File: src/rtl/tropical_determinant_hungarian_top_macros.svh
// ----------------------------------------------------------------------------
// Assertion macros for the tropical determinant block
// Clock is clk, reset is arst_n (active low) at every use site.
// ----------------------------------------------------------------------------
`ifndef TROPICAL_DETERMINANT_HUNGARIAN_TOP_MACROS_SVH
`define TROPICAL_DETERMINANT_HUNGARIAN_TOP_MACROS_SVH

`ifndef SYNTH

// same-cycle implication
`define TDH_ASSERT_NOW(lbl, ante, cons) \
	lbl: assert property (@(posedge clk) disable iff (!arst_n) (ante) |-> (cons)) \
		else $error("assertion failed");

// next-cycle implication
`define TDH_ASSERT_NEXT(lbl, ante, cons) \
	lbl: assert property (@(posedge clk) disable iff (!arst_n) (ante) |=> (cons)) \
		else $error("assertion failed");

`else

`define TDH_ASSERT_NOW(lbl, ante, cons)
`define TDH_ASSERT_NEXT(lbl, ante, cons)

`endif

`endif

File: src/rtl/tdh_ram.sv
// ----------------------------------------------------------------------------
// tdh_ram
// Generic single-write, single-read RAM with registered read data.
// ----------------------------------------------------------------------------
module tdh_ram #(
	parameter int WIDTH = 17,
	parameter int DEPTH = 256
) (
	input  logic                     clk,
	input  logic                     we,
	input  logic [$clog2(DEPTH)-1:0] waddr,
	input  logic [WIDTH-1:0]         wdata,
	input  logic [$clog2(DEPTH)-1:0] raddr,
	output logic [WIDTH-1:0]         rdata
);

	logic [WIDTH-1:0] mem_q [DEPTH];

	always_ff @(posedge clk) begin
		if (we) begin
			mem_q[waddr] <= wdata;
		end
		rdata <= mem_q[raddr];
	end

endmodule

File: config.mk
export PLATFORM = sky130hd
export DESIGN_NAME = tdh_ram
export DESIGN_NICKNAME = d
export VERILOG_FILES = /design/src/rtl/tropical_determinant_hungarian_top_macros.svh /design/src/rtl/tdh_ram.sv
export SDC_FILE = /design/constraint.sdc
export NUM_CORES = 2
export LEC_CHECK = 0
export BUFFER_PORTS_ARGS = -buffer_cell sky130_fd_sc_hd__buf_4
export CORE_ASPECT_RATIO = 1.4
export CORE_MARGIN = 2
export CORE_UTILIZATION = 35
export CTS_CLUSTER_DIAMETER = 40
export CTS_CLUSTER_SIZE = 12
export DETAILED_ROUTE_END_ITERATION = 7
export PLACE_DENSITY = 0.62
export SYNTH_ARGS = -nofsm -noshare
export SYNTH_HDL_FRONTEND = slang
export SYNTH_MEMORY_MAX_BITS = 65536
export SYNTH_SLANG_ARGS = --single-unit
File: constraint.sdc
create_clock -name clk -period 2.81 [get_ports clk]
set_input_delay 0.7025 -clock clk [delete_from_list [all_inputs] [get_ports clk]]
set_output_delay 0.7025 -clock clk [all_outputs]
set_load 0.02 [all_outputs]
==> flow_metrics.tcl <==
set metrics [dict create \
    cp_num_cells 9 \
    clockBufferDepth 4 \
    dpl.hpwl_mm 319 \
    r2r-end "rdata[13]" \
    tns_ns -0.277 \
    grt_pass1_vias 89080 \
    synth.distinct_cells 74 \
    cp-end-kind "register" \
    dieArea_um2 491000 \
    violations "capacitance limit, slew limit, setup timing" \
    num_vias 86823 \
    worstSetupStartpoint "raddr[0]" \
    pin_count 52 \
    multi_input_area_um2 35700 \
    p_leak_nw 65.1 \
    grt_pass1_wl_mm 682 \
    die-width_um 593 \
    clock_skew_ns 0.0978 \
    finalNetCount 9164 \
    p_int_mw 106 \
    p_sw_frac 0.217 \
    htreeDepth 5 \
    p_switching_mw 29.4 \
    synth_warnings 0 \
    syn_area_per_cell_um2 21.8 \
    die_y_um 828 \
    drt_iter0_markers 10018 \
    fp-row-count 302 \
    synthesis.nets 7832 \
    crit_chain "buf_16 > buf_12 > buf_12 > mux4_2 > nor4_1 > nor3_1 > o2111ai_1 > nor4_1 > and3_1" \
    gp_congestion 0.945 \
    yosysTopAreaCell "edfxtp_1" \
    tightest_slew_ns 1.51 \
    worstSetupEndpoint "rdata[5]" \
    viasPerCell 5.51 \
    r2r-start "mem_q[247][13]" \
    required_ns 3.68 \
    grt_max_degree 118 \
    seqPwrFrac 0.531 \
    utilization 0.419 \
    cp_num_buf_inv 3 \
    drtAntennaViolNets 0 \
    cts_root_buf "clkbuf_16" \
    reg2reg_setup_slack_ns -0.05 \
    p_clk_frac 0.408 \
    cts_tree "yes" \
    status "finished, violations left" \
    holdWs_ns 0.158 \
    synth_area_um2 170000 \
    start_util 0.351 \
    grt_antenna_before_repair 26 \
    ir_drop_uv 549 \
    fin_ws_ns -0.0828 \
    yosysTopAreaCellShare 0.770 \
    ff2ff_path_depth 6 \
    cp-start-kind "input pin" \
    crit_type "in2reg" \
    setup_viol 8 \
    clock_sinks 4369 \
    synthTopCellsByArea "edfxtp_1 (77%), mux4_2 (12%), mux2i_1 (3.0%), nor2_1 (0.74%), mux4_1 (0.71%)" \
    combPwrFrac 0.060 \
    port_buffers 51 \
    layout-drive-gt1-share 0.325 \
    clk_pin_slew_ns 0.06 \
    cpPeakStageDelay_ns 1.15 \
    synthArstFlopShare 0 \
    numCtsBuffers 445 \
    register_area_um2 131000 \
    finalNonFillerCells 15754 \
    slew_viol_final 2 \
    fill_cells 41391 \
    grt_overflow 0 \
    routedWlPerCell_um 31.0 \
    coreArea_um2 483000 \
    hold_path.class "in2reg" \
    place_inst 15056 \
    fmax_ghz 0.346 \
    path_max_fanout 19 \
    period_share 1.03 \
    track_usage 0.196 \
    slew_headroom -0.0138 \
    place_ws_ns -1.53 \
    yosysSeqAreaShare 0.772 \
    powerDensity_nw_per_um2 671 \
    crit_arrival_ns 3.77 \
    synth_edf_count 4352 \
    maxCapViolCount 1 \
    synth_ff_type "edfxtp_1" \
    route.detailed.drc 0 \
    hold_violations 0 \
    area.growth.synth_to_final_pct 19.2 \
    path_delay_family "simple AND/OR/NAND/NOR gates" \
    period_minus_slack_ns 2.89 \
    insertion_delay_ns 1.00 \
    netlist_instances 7797 \
    ys_seq_elements 4369 \
    routed_wirelength_mm 488 \
    firstDrtPassIters 5 \
    cp_slowest_cell "nor4_1" \
]
[synth_stat cells (57+ instances only)]
cell type  instances
a21oi_1          108
mux2i_1          509
o22ai_1          186
nand2_1          216
nor2_1           333
o221ai_1         134
buf_6             57
nor3_1           109
nand3_1           65
edfxtp_1        4352
clkbuf_1         150
mux4_2           897
buf_2             95
[layout by cell type, fill, tap and decap left out, drive strengths merged, types with 8 or more instances in the layout]
| cell type | instances |
|---|---|
| diode | 22 |
| o221ai | 136 |
| a31oi | 14 |
| and3 | 8 |
| a32oi | 9 |
| nand4 | 21 |
| a211oi | 17 |
| o21ai | 46 |
| a22o | 13 |
| clkinvlp | 13 |
| nor3 | 109 |
| dfxtp | 17 |
| buf | 1349 |
| edfxtp | 4352 |
| or3 | 14 |
| o311ai | 15 |
| a22oi | 33 |
| clkinv | 75 |
| nor2 | 333 |
| clkbuf | 540 |
| nor4 | 16 |
| o311a | 14 |
| nand2 | 216 |
| mux2i | 509 |
| o22ai | 186 |
| nand3 | 65 |
| o22a | 11 |
| mux2 | 20 |
| mux4 | 943 |
| bufinv | 20 |
| nor2b | 14 |
| a21oi | 108 |
| inv | 24 |
[area by class of cell]
| type | count | share of cell area |
|---|---|---|
| sequential | 4369 | 0.648 |
| antenna | 22 | 0.000272 |
| multi-input combinational | 2957 | 0.176 |
| tap | 6384 | 0.0395 |
| clock buffer | 539 | 0.0580 |
| inverter | 5 | 0.000161 |
| clock inverter | 127 | 0.00740 |
| timing repair buffer | 1351 | 0.0705 |
[routing by layer]
| metal | GRT usage | wire (um) | up-vias |
|---|---|---|---|
| li1 | - | - | 35536 |
| met1 | 0.229 | 172000 | 46541 |
| met2 | 0.344 | 251000 | 3839 |
| met3 | 0.0321 | 35400 | 901 |
| met4 | 0.107 | 30200 | 6 |
| met5 | 0 | 43 | - |
[sequential cells by signal, indices dropped and copies added (netlist names)]
signal / count
mem_q: 4352
rdata: 17
[power groups by stage]
stage	sequential (mW)	combinational [mW]	clock (mW)
final	72.1	8.18	55.4
after global routing	72.0	8.47	58.5
after global placement	73.4	8.01	0
after detailed placement	73.4	8.15	0
after floorplan	73.3	3.66	0
after CTS	72.1	8.18	56.1
[cell families (layout without fill, tap and decap cells)]
logic type / count (synthesis) / in the layout / synth area share
compound gates: 649 / 649 / 0.0271
buf+inv: 471 / 2022 / 0.0214
flops: 4369 / 4369 / 0.772
mux: 1472 / 1472 / 0.158
other cells: 0 / 22 / 0
simple gates: 836 / 836 / 0.0219
[worst min-delay path by stage]
stage / startpoint / endpoint / slack [ns] / cells after the start
detailed placement: wdata[11] / mem_q[147][11] / 1.0 / 1
CTS: wdata[4] / mem_q[79][4] / 0.10 / 1
floorplan: wdata[0] / mem_q[0][0] / 0.80 / 0
global route: wdata[6] / mem_q[182][6] / 0.15 / 1
finish: wdata[6] / mem_q[182][6] / 0.16 / 1
global placement: wdata[11] / mem_q[147][11] / 1.0 / 1
[what timing repair did]
item | in CTS | in global routing
buffers inserted | 0 | 8
hold buffers | 1 | 0
pin swaps | 2 | 4
gates cloned | 0 | 1
gates resized for setup | 17 | 12
hold endpoints to repair | 1 | 0
endpoints found under the setup margin | 9 | 12
[through the flow]
stage | power [mW] | cell area [um2]
floorplan | 77.0 | 170000
global placement | 81.4 | 189000
detailed placement | 81.6 | 189000
CTS | 136 | 202000
global route | 139 | 202000
finish | 136 | 202000
No activity file was read; power rests on OpenSTA's default activity.
