**src/rtl/tropical_determinant_hungarian_top_macros.svh**
```systemverilog
// ----------------------------------------------------------------------------
// Assertion macros for the tropical determinant block
// Clock is clk, reset is arst_n (active low) at every use site.
// ----------------------------------------------------------------------------
`ifndef TROPICAL_DETERMINANT_HUNGARIAN_TOP_MACROS_SVH
`define TROPICAL_DETERMINANT_HUNGARIAN_TOP_MACROS_SVH

`ifndef SYNTH

// same-cycle implication
`define TDH_ASSERT_NOW(lbl, ante, cons) \
	lbl: assert property (@(posedge clk) disable iff (!arst_n) (ante) |-> (cons)) \
		else $error("assertion failed");

// next-cycle implication
`define TDH_ASSERT_NEXT(lbl, ante, cons) \
	lbl: assert property (@(posedge clk) disable iff (!arst_n) (ante) |=> (cons)) \
		else $error("assertion failed");

`else

`define TDH_ASSERT_NOW(lbl, ante, cons)
`define TDH_ASSERT_NEXT(lbl, ante, cons)

`endif

`endif

```
**src/rtl/tdh_pkg.sv**
```systemverilog
// ----------------------------------------------------------------------------
// tdh_pkg
// Shared widths, markers and types of the tropical determinant block.
// ----------------------------------------------------------------------------
package tdh_pkg;

	localparam int MAX_SIZE = 16;
	localparam int IW = 4;                 // row / column index
	localparam int CW = 5;                 // count or index with none marker
	localparam int VW = 16;                // entry value
	localparam int LW = 21;                // labels
	localparam int SW = 23;                // slack
	localparam int DW = 20;                // determinant
	localparam int AW = 2 * IW;            // matrix store address
	localparam logic [CW-1:0] NONE_MARK = '1;

	typedef struct packed {
		logic                 tight;  // usable edge with zero slack
		logic                 take;   // slack beats the running best, or no best is found yet
		logic signed [SW-1:0] slack;
	} slack_t;

endpackage

```
**src/rtl/tdh_slack.sv**
```systemverilog
// ----------------------------------------------------------------------------
// tdh_slack
// Shared slack unit: slack = w - row_label - col_label, tight test and
// running-maximum compare.
// ----------------------------------------------------------------------------
module tdh_slack (
	input  logic signed [tdh_pkg::VW-1:0] value,
	input  logic                          usable,
	input  logic signed [tdh_pkg::LW-1:0] row_label,
	input  logic signed [tdh_pkg::LW-1:0] col_label,
	input  logic                          found,
	input  logic signed [tdh_pkg::SW-1:0] best,
	output tdh_pkg::slack_t               res
);

	logic signed [tdh_pkg::SW-1:0] s;

	always_comb begin
		s = tdh_pkg::SW'(value) - tdh_pkg::SW'(row_label) - tdh_pkg::SW'(col_label);
		res.slack = s;
		res.tight = usable && (s == '0);
		res.take  = usable && (!found || (s > best));
	end

endmodule

```
**config.mk**
```make
export PLATFORM = sky130hd
export DESIGN_NAME = tdh_slack
export DESIGN_NICKNAME = d
export VERILOG_FILES = /design/src/rtl/tropical_determinant_hungarian_top_macros.svh /design/src/rtl/tdh_pkg.sv /design/src/rtl/tdh_slack.sv
export SDC_FILE = /design/constraint.sdc
export NUM_CORES = 1
export LEC_CHECK = 0
export ABC_AREA = 1
export ABC_CLOCK_PERIOD_IN_PS = 6300
export BUFFER_PORTS_ARGS = -buffer_cell sky130_fd_sc_hd__buf_2
export CAP_MARGIN = 20
export CORE_MARGIN = 2
export CORE_UTILIZATION = 25
export DETAILED_ROUTE_END_ITERATION = 10
export SETUP_SLACK_MARGIN = 0.5
export SLEW_MARGIN = 20
export SYNTH_ARGS = -nofsm -noshare
export SYNTH_HDL_FRONTEND = slang
export SYNTH_SLANG_ARGS = --single-unit
```
**constraint.sdc**
```tcl
create_clock -name vclk -period 6.3
set_input_delay 0 -clock vclk [all_inputs]
set_output_delay 0 -clock vclk [all_outputs]
set_load 0.05 [all_outputs]
```
==> metrics, run 1 <==
Setup Fix Bufs, Post-CTS=0; max_cap viols=0; status=complete, no violations; clk_buf instances=0; gpl congestion=0.9055; Setup Viol. Count Final=0; Worst Path Arrival=between 3 and 4 ns; vias in the first global route=3361; initial antenna violation count=0; Relative slew margins=82.33%; Final Max Tran Viols=0; cell taking the most area after synthesis=nand2_1; Vias per Instance=4.211; Tmin final=3.492 ns; antenna diode count=0; DR pass1 iterations=4; unrepaired setup endpoints after global routing=no; top post-synthesis cells by count=191 x nand2_1, 170 x inv_1, 47 x ha_1, 39 x nand3_1, 33 x nor2_1; Tot Pwr=877.0 uW; CP startpoint kind=input pin; top post-synthesis cells by area=nand2_1 23%, inv_1 21%, ha_1 19%; HP Class=in -> out; largest net degree at the start of global routing=8; total track usage=a little over an eighth; total routed wirelength=8230 um; Hold Violations, Final=0; first-pass GRT wire length=14530 um; initial drt markers=136; share of the synthesized area in the top cell type=23.40%; cts hold-fix bufs=0; DR WL/cell=between 10 and 15 um; Critical Path End Type=output port; Worst Path Required=6.30 ns; syn_nets=714; Tcrit/Tclk final=55.43%; Worst VDD drop=about 0.1 mV; Sequential cell area=0 um2; maximum fanout along the worst path=6; Yosys cell types=21; vias=around 3400; post-synthesis cell area=3064 um2; Yosys warnings=0; FFs & Latches=0; Fmax achieved=286.4 MHz; row count=40; Slew @ Worst Pin=between 0.2 and 0.3 ns; Ports=108; IO Port Bufs=roughly 110; die area=13160 um2; Detailed Place HPWL=7658 um; post-route ant nets=0; Mapped Cells=563; Crit Path Class=in -> out; Starting Density=between 20% and 30%; Layout area overhead=23.64%; layout cells sized above 1=a little under a fifth; nets@finish=824; Leak Pwr=2.543 nW; final routed DRC violation total=0; Mapped Avg Cell Area=5.443 um2; hold path start=found; post-synthesis sequential area ratio=0%; Power Density=231.5 nW/um2; TNS Setup=0 ns; CTS resizes=0; Core ar.=12010 um2; GRT overflow=0; Die W=between 100 and 150 um; most frequent cell after synthesis=nand2_1; Die Y=114.7 um; CP Launch Point=value[15]
## path summary, 6_finish.rpt
check	end	slack, ns	cells after the start
max	res[23]	2.81	23
min	res[23]	0.34	3
## metal layers
layer / track usage (%) / vias to the layer above / wire length [um]
met1: 17.03 / 1457 / 3879
met3: 0.4235 / 10 / 313
met2: 24.18 / 82 / 3883
met5: 0 / - / 0
met4: 2.088 / 0 / 153
li1: - / 1896 / -
## stage by stage
stage               std cells  setup WS [ns]  util, %  hold WS [ns]  area [um2]
floorplan                 563          2.383        -        0.2934        3064
global placement          818          2.778    31.54        0.3402        3789
detailed placement        818          2.801    31.54        0.3434        3789
CTS                       818          2.780    31.54        0.3420        3789
global route              818          2.355    31.54        0.3579        3789
finish                    818          2.808    31.54        0.3354        3789
## power by group
group | total, mW | internal, mW | leakage (nW) | switching (mW)
sequential | 0 | 0 | 0 | 0
clock | 0 | 0 | 0 | 0
combinational | 0.877 | 0.259 | 2.54 | 0.618
## worst max-delay path: stages
cell and delay (ns):
buf_2 0.18, fa_1 0.49, ha_1 0.38, nand2_1 0.16
nor2_1 0.18, nand2_1 0.10, nor2_1 0.09, nand2_1 0.09
nand3_1 0.09, nand2_1 0.05, nand2_1 0.09, inv_1 0.07
ha_1 0.32, nand2_1 0.08, inv_1 0.05, a31oi_1 0.14
o21ai_0 0.10, nor2_1 0.17, nand3_1 0.10, nand2_1 0.06
nand3_1 0.09, a21boi_0 0.15, buf_2 0.28
## cell usage in the layout, fill, tap and decap left out
| cell type | n |
|---|---|
| nand2_1 | 191 |
| inv_1 | 170 |
| buf_2 | 108 |
| ha_1 | 47 |
| nand3_1 | 39 |
| nor2_1 | 33 |
| a21oi_1 | 22 |
| fa_1 | 21 |
| nand4_1 | 10 |
| nand2_2 | 5 |
| nor2_2 | 4 |
| nor3_1 | 4 |
| nor3_2 | 3 |
| o21ai_0 | 3 |
| nand3b_1 | 2 |
| xor2_1 | 2 |
| a31oi_1 | 2 |
| or2_2 | 1 |
| nor2_4 | 1 |
| nand3_2 | 1 |
| o211ai_1 | 1 |
| a21boi_0 | 1 |
## area by class of cell
| type | count | area, um2 |
|---|---|---|
| well taps | 147 | 183.9 |
| multi-input cells | 393 | 2426 |
| fillers | 1429 | 8223 |
| repair buffers | 108 | 540.5 |
| inverters | 170 | 638.1 |
## logic make-up (layout without fill, tap and decap cells)
kind of cell / count (synthesis) / after routing / share of synthesized area [%]
xor+xnor: 2 / 2 / 0.5718
compound gates: 29 / 29 / 4.982
simple gates: 294 / 294 / 40.71
buf+inv: 170 / 278 / 20.82
fa+ha+maj: 68 / 68 / 32.91
Power figures use the tool's default switching activity.
==> run 2, diff against run 1 <==
--- a/config.mk
+++ b/config.mk
@@ -5,8 +5,8 @@
 export SDC_FILE = /design/constraint.sdc
 export NUM_CORES = 1
 export LEC_CHECK = 0
-export ABC_AREA = 1
-export ABC_CLOCK_PERIOD_IN_PS = 6300
+export ABC_AREA = 0
+export ABC_CLOCK_PERIOD_IN_PS = 3500
 export BUFFER_PORTS_ARGS = -buffer_cell sky130_fd_sc_hd__buf_2
 export CAP_MARGIN = 20
 export CORE_MARGIN = 2
==> constraint.sdc (replaced) <==
create_clock -name vclk -period 3.5
set_input_delay 0 -clock vclk [all_inputs]
set_output_delay 0 -clock vclk [all_outputs]
set_load 0.05 [all_outputs]
==> run 2 against run 1 <==
The flow now finishes with violations (negative setup slack). Synthesized cell count shrank 44%. Sequential share of layout area is the same. Hold slack lost 0.015 ns. Area after synthesis shrank 22%. Critical path depth shrank 3. Cell count shrank 23%. Combinational power grew to 2.6 times the previous value. Power grew to 2.6 times the previous value. Via count shrank 20%. Design area grew 11%. Routed wire length shrank 11%. Critical endpoint unchanged.
==> metrics, run 2 <==
Hold Crit Depth=3; Tmin final=3.781 ns; total track usage=13.70%; Hold Violations, Final=0; placed cells=623; Slew @ Worst Pin=roughly 0.49 ns; unrepaired setup endpoints after global routing=yes; Vias per Instance=4.343; layout cells sized above 1=50.70%; FFs & Latches=0; most frequent cell after synthesis=inv_1; DR WL/cell=11.63 um; Starting Density=25.80%; GRT overflow=0; Tcrit/Tclk final=108.0%; most frequent cells in the layout=102 x buf_2, 83 x buf_4, 71 x inv_1; nets@finish=656; slowest stage delay, CP=0.45 ns; top post-synthesis cells by area=ha_1 25%, fa_1 18%, inv_1 12%; Mapped Avg Cell Area=roughly 7.6 um2; maximum fanout along the worst path=4; hold slack=between 0.3 and 0.4 ns; row count=35; vias=2745; final routed DRC violation total=0; DR pass1 iterations=4; Critical Path End Type=output port; vias in the first global route=2837; Die Y=101.9 um; Fmax achieved=264.5 MHz; max_cap viols=0; Leak Pwr=roughly 2.3 nW; cell taking the most area after synthesis=ha_1; post-synthesis sequential area ratio=0%; Crit Path Class=in -> out; initial antenna violation count=0; share of the synthesized area in the top cell type=24.56%; most common cell after layout, fill and taps aside=buf_2; Setup Viol. Count Final=1; Core ar.=9284 um2; antenna diode count=0; Die W=101.9 um; Final Core Density=about 45%; top post-synthesis cells by count=74 x inv_1, 47 x ha_1, 24 x a21oi_1, 21 x fa_1, 21 x nor2_1; Sequential cell area=0 um2; IO Port Bufs=108; CP Launch Point=col_label[2]; Mapped Cells=315; die area=10380 um2; Worst setup endpoint=res[23]; critical path, cell by cell=buf_2 > inv_1 > fa_1 > ha_4 > o211ai_1 > a21oi_2 > o211a_1 > o211ai_2 > o31a_1 > buf_4 > buf_4 > xnor2_2 > ha_1 > nand4_1 > nor4_4 > o21ai_2 > o2111ai_4 > xor2_2 > a21oi_4 > buf_8; Relative slew margins=roughly 67%; post-route ant nets=0; Layout area overhead=75.65%; Layout fillers=943; Bufs and invs on worst path=5; status=finished, violations left; HP Class=in -> out; fin cells=632; Worst VDD drop=0.2930 mV; Worst Path Arrival=3.78 ns; cts hold-fix bufs=0; Ports=between 100 and 150; Detailed Place HPWL=roughly 6600 um; Final Max Tran Viols=0; Yosys cell types=51; syn_nets=between 400 and 500; Worst Path Required=3.50 ns; Power Density=approximately 530 nW/um2; clk_buf instances=0; Crit path depth=20; Multi-input gate area=2547 um2; largest net degree at the start of global routing=9; first-pass GRT wire length=11790 um; initial drt markers=36; most frequent CP cell=buf_4; gpl congestion=slightly below 0.9; slowest stage cell, crit path=fa_1; post-route setup slack=-0.2809 ns; total routed wirelength=7351 um; Yosys warnings=0; post-synthesis cell area=roughly 2400 um2; CP startpoint kind=input pin; failing checks=negative setup slack; cell family with most CP delay=compound AO/OA/AOI/OAI gates
run 2: worst min-delay path by stage:
stage	from	to
after floorplan	found	res[23]
after global placement	found	res[23]
after detailed placement	found	res[23]
after CTS	found	res[23]
after global routing	found	res[23]
final	found	res[23]
run 2: layer usage:
layer,global-route usage (%),part of all wire (%),vias to the layer above
met5,0,0,-
met4,0.9231,0.37,0
met3,0.5472,5.0,2
met2,27.99,52,78
met1,16.33,43,1223
li1,-,-,1442
run 2: repair_timing:
action                                  in CTS  in global routing
buffers inserted                             7                  2
resized for setup                           28                 25
endpoints found under the setup margin       2                  3
pin swaps                                   23                 18
run 2: cell families (layout without fill, tap and decap cells):
kind of cell	Yosys count	after routing	synth area share, %
fa+ha+maj	68	68	42.11
simple gates	75	75	17.24
buf+inv	78	266	12.49
xor+xnor	17	17	6.217
compound gates	77	77	21.94
run 2: layout make-up:
class,instances,area share (%)
well taps,129,3.837
repair buffers,192,29.00
multi-input cells,237,60.56
inverters,74,6.603
run 2: per-stage QoR:
stage | power (mW) | cell area [um2] | setup WS [ns] | setup TNS, ns
3_5_place_dp | 2.060 | 3872 | -0.5440 | -0.5440
2_1_floorplan | 1.346 | 2629 | -0.1370 | -0.1370
4_1_cts | 2.178 | 4083 | -0.4119 | -0.4119
6_report | 2.250 | 4207 | -0.2809 | -0.2809
5_1_grt | 2.443 | 4207 | -0.4866 | -0.4866
3_3_place_gp | 2.031 | 3872 | -0.3500 | -0.3500
run 2: report_power, final:
group | switching [mW] | total [mW] | internal [mW]
Clock | 0 | 0 | 0
Combinational | 1.29 | 2.25 | 0.961
Sequential | 0 | 0 | 0
==> run 3, diff against run 2 <==
--- a/config.mk
+++ b/config.mk
@@ -12,6 +12,7 @@
 export CORE_MARGIN = 2
 export CORE_UTILIZATION = 25
 export DETAILED_ROUTE_END_ITERATION = 10
+export GPL_TIMING_DRIVEN = 0
 export SETUP_SLACK_MARGIN = 0.5
 export SLEW_MARGIN = 20
 export SYNTH_ARGS = -nofsm -noshare
==> run 3 against run 2 <==
The flow still finishes with violations (negative setup slack). Non-clock buffer count fell by 64. Combinational power fell by 13%. Count of clock-buffer cells in the layout did not move. Routed wire length fell by 3.4%. First-iteration DRC count rose by 140%. Via count fell by 6.2%. Sequential share of layout area did not move. Critical endpoint unchanged.
==> metrics, run 3 (same netlist as run 2, synthesis figures left out) <==
Multi-input gate area=2566 um2; CP startpoint kind=input pin; maximum fanout along the worst path=4; Layout area overhead=55.96%; Worst Path Required=3.50 ns; gpl congestion=0.8941; GRT overflow=0; post-route ant nets=0; critical path, cell by cell=buf_2 > fa_1 > ha_4 > a21o_1 > a211oi_2 > a21oi_2 > nand2_4 > o31a_1 > buf_6 > or4b_4 > nand3_4 > ha_4 > nand4_1 > nor4_2 > o21ai_1 > o2111ai_2 > xor2_2 > a21oi_4 > buf_6; DR pass1 iterations=4; setup slack at placement=-0.7820 ns; Detailed Place HPWL=6095 um; cell family with most CP delay=simple AND/OR/NAND/NOR gates; initial drt markers=85; largest net degree at the start of global routing=11; vias=approximately 2600; Hold Crit Depth=3; Tot Pwr=~2 mW; Area after DPL=3331 um2; antenna diode count=0; hold path start=found; final routed DRC violation total=0; Ports=~110; most frequent cells in the layout=103 x buf_2, 71 x inv_1, 35 x ha_1; die area=10380 um2; Worst VDD drop=roughly 0.28 mV; Setup Viol. Count Final=1; placed cells=552; row count=35; Fmax achieved=between 200 and 300 MHz; Relative slew margins=64.00%; Power Density=524.9 nW/um2; Sequential cell area=0 um2; fin cells=568; Tcrit/Tclk final=111.1%; layout cells sized above 1=between 40 and 50%; total track usage=12.62%; max_cap viols=0; nets@finish=between 500 and 600; Crit Path Class=in -> out; Final Core Density=40.23%; post-route cell area=3735 um2; DR WL/cell=about 13 um; Bufs and invs on worst path=3; Vias per Instance=4.532; slowest stage cell, crit path=fa_1; failing checks=negative setup slack; Hold Violations, Final=0; initial antenna violation count=0; Slew @ Worst Pin=0.5351 ns; Core ar.=a little over 9000 um2; first-pass GRT wire length=about 11000 um; Critical Path End Type=output port; clk_buf instances=0; Die Y=~100 um; hold slack=0.3256 ns; Tmin final=about 3.9 ns; FFs & Latches=0; status=finished, violations left; total routed wirelength=7102 um; vias in the first global route=2401; Starting Density=25.80%; HP Class=in -> out; slowest stage delay, CP=0.53 ns; post-route setup slack=-0.3902 ns; most common cell after layout, fill and taps aside=buf_2; Leak Pwr=1.949 nW; unrepaired setup endpoints after global routing=yes; Final Max Tran Viols=0; Worst Path Arrival=3.89 ns; WHS Endpoint=res[23]; Die W=just over 100 um; Layout fillers=972; TNS Setup=-0.3902 ns; IO Port Bufs=between 100 and 150
run 3: changes by cell type in the layout (fill, tap and decap cells not counted), sizes merged:
cell,change
clkdlybuf4s15,+1
clkbuf,+4
buf,-69
run 3: layer usage:
metal / global-route usage (%) / wire length [um]
met1: 16.48 / 3188
met2: 24.70 / 3601
met3: 0.2052 / 312
met4: 0 / 0
met5: 0 / 0
run 3: repair_timing:
| item | in CTS | in global routing |
|---|---|---|
| endpoints found under the hold margin | 0 | 0 |
| pin swaps | 18 | 23 |
| endpoints found under the setup margin | 3 | 4 |
| resized for setup | 34 | 19 |
| hold buffers | 0 | 0 |
| gates cloned | 0 | 0 |
| setup buffers | 9 | 7 |
run 3: final cells by class:
class | count | share of cell area, %
buffer | 4 | 0.6030
inverter | 74 | 7.437
multi-input combinational | 237 | 68.71
tap | 129 | 4.322
timing repair buffer | 124 | 18.93
run 3: worst max path at each step:
stage | to | slack (ns) | start | cells after the start
2_1_floorplan | res[23] | -0.14 | row_label[6] | 18
3_5_place_dp | res[23] | -0.78 | value[6] | 19
6_report | res[23] | -0.39 | value[7] | 19
4_1_cts | res[23] | -0.49 | row_label[14] | 21
3_3_place_gp | res[23] | -0.69 | value[6] | 19
5_1_grt | res[23] | -0.60 | value[7] | 19
run 3: where the power goes:
group | switching, mW | total [mW] | internal, mW
sequential | 0 | 0 | 0
combinational | 1.23 | 1.96 | 0.728
clock | 0 | 0 | 0
total | 1.23 | 1.96 | 0.728
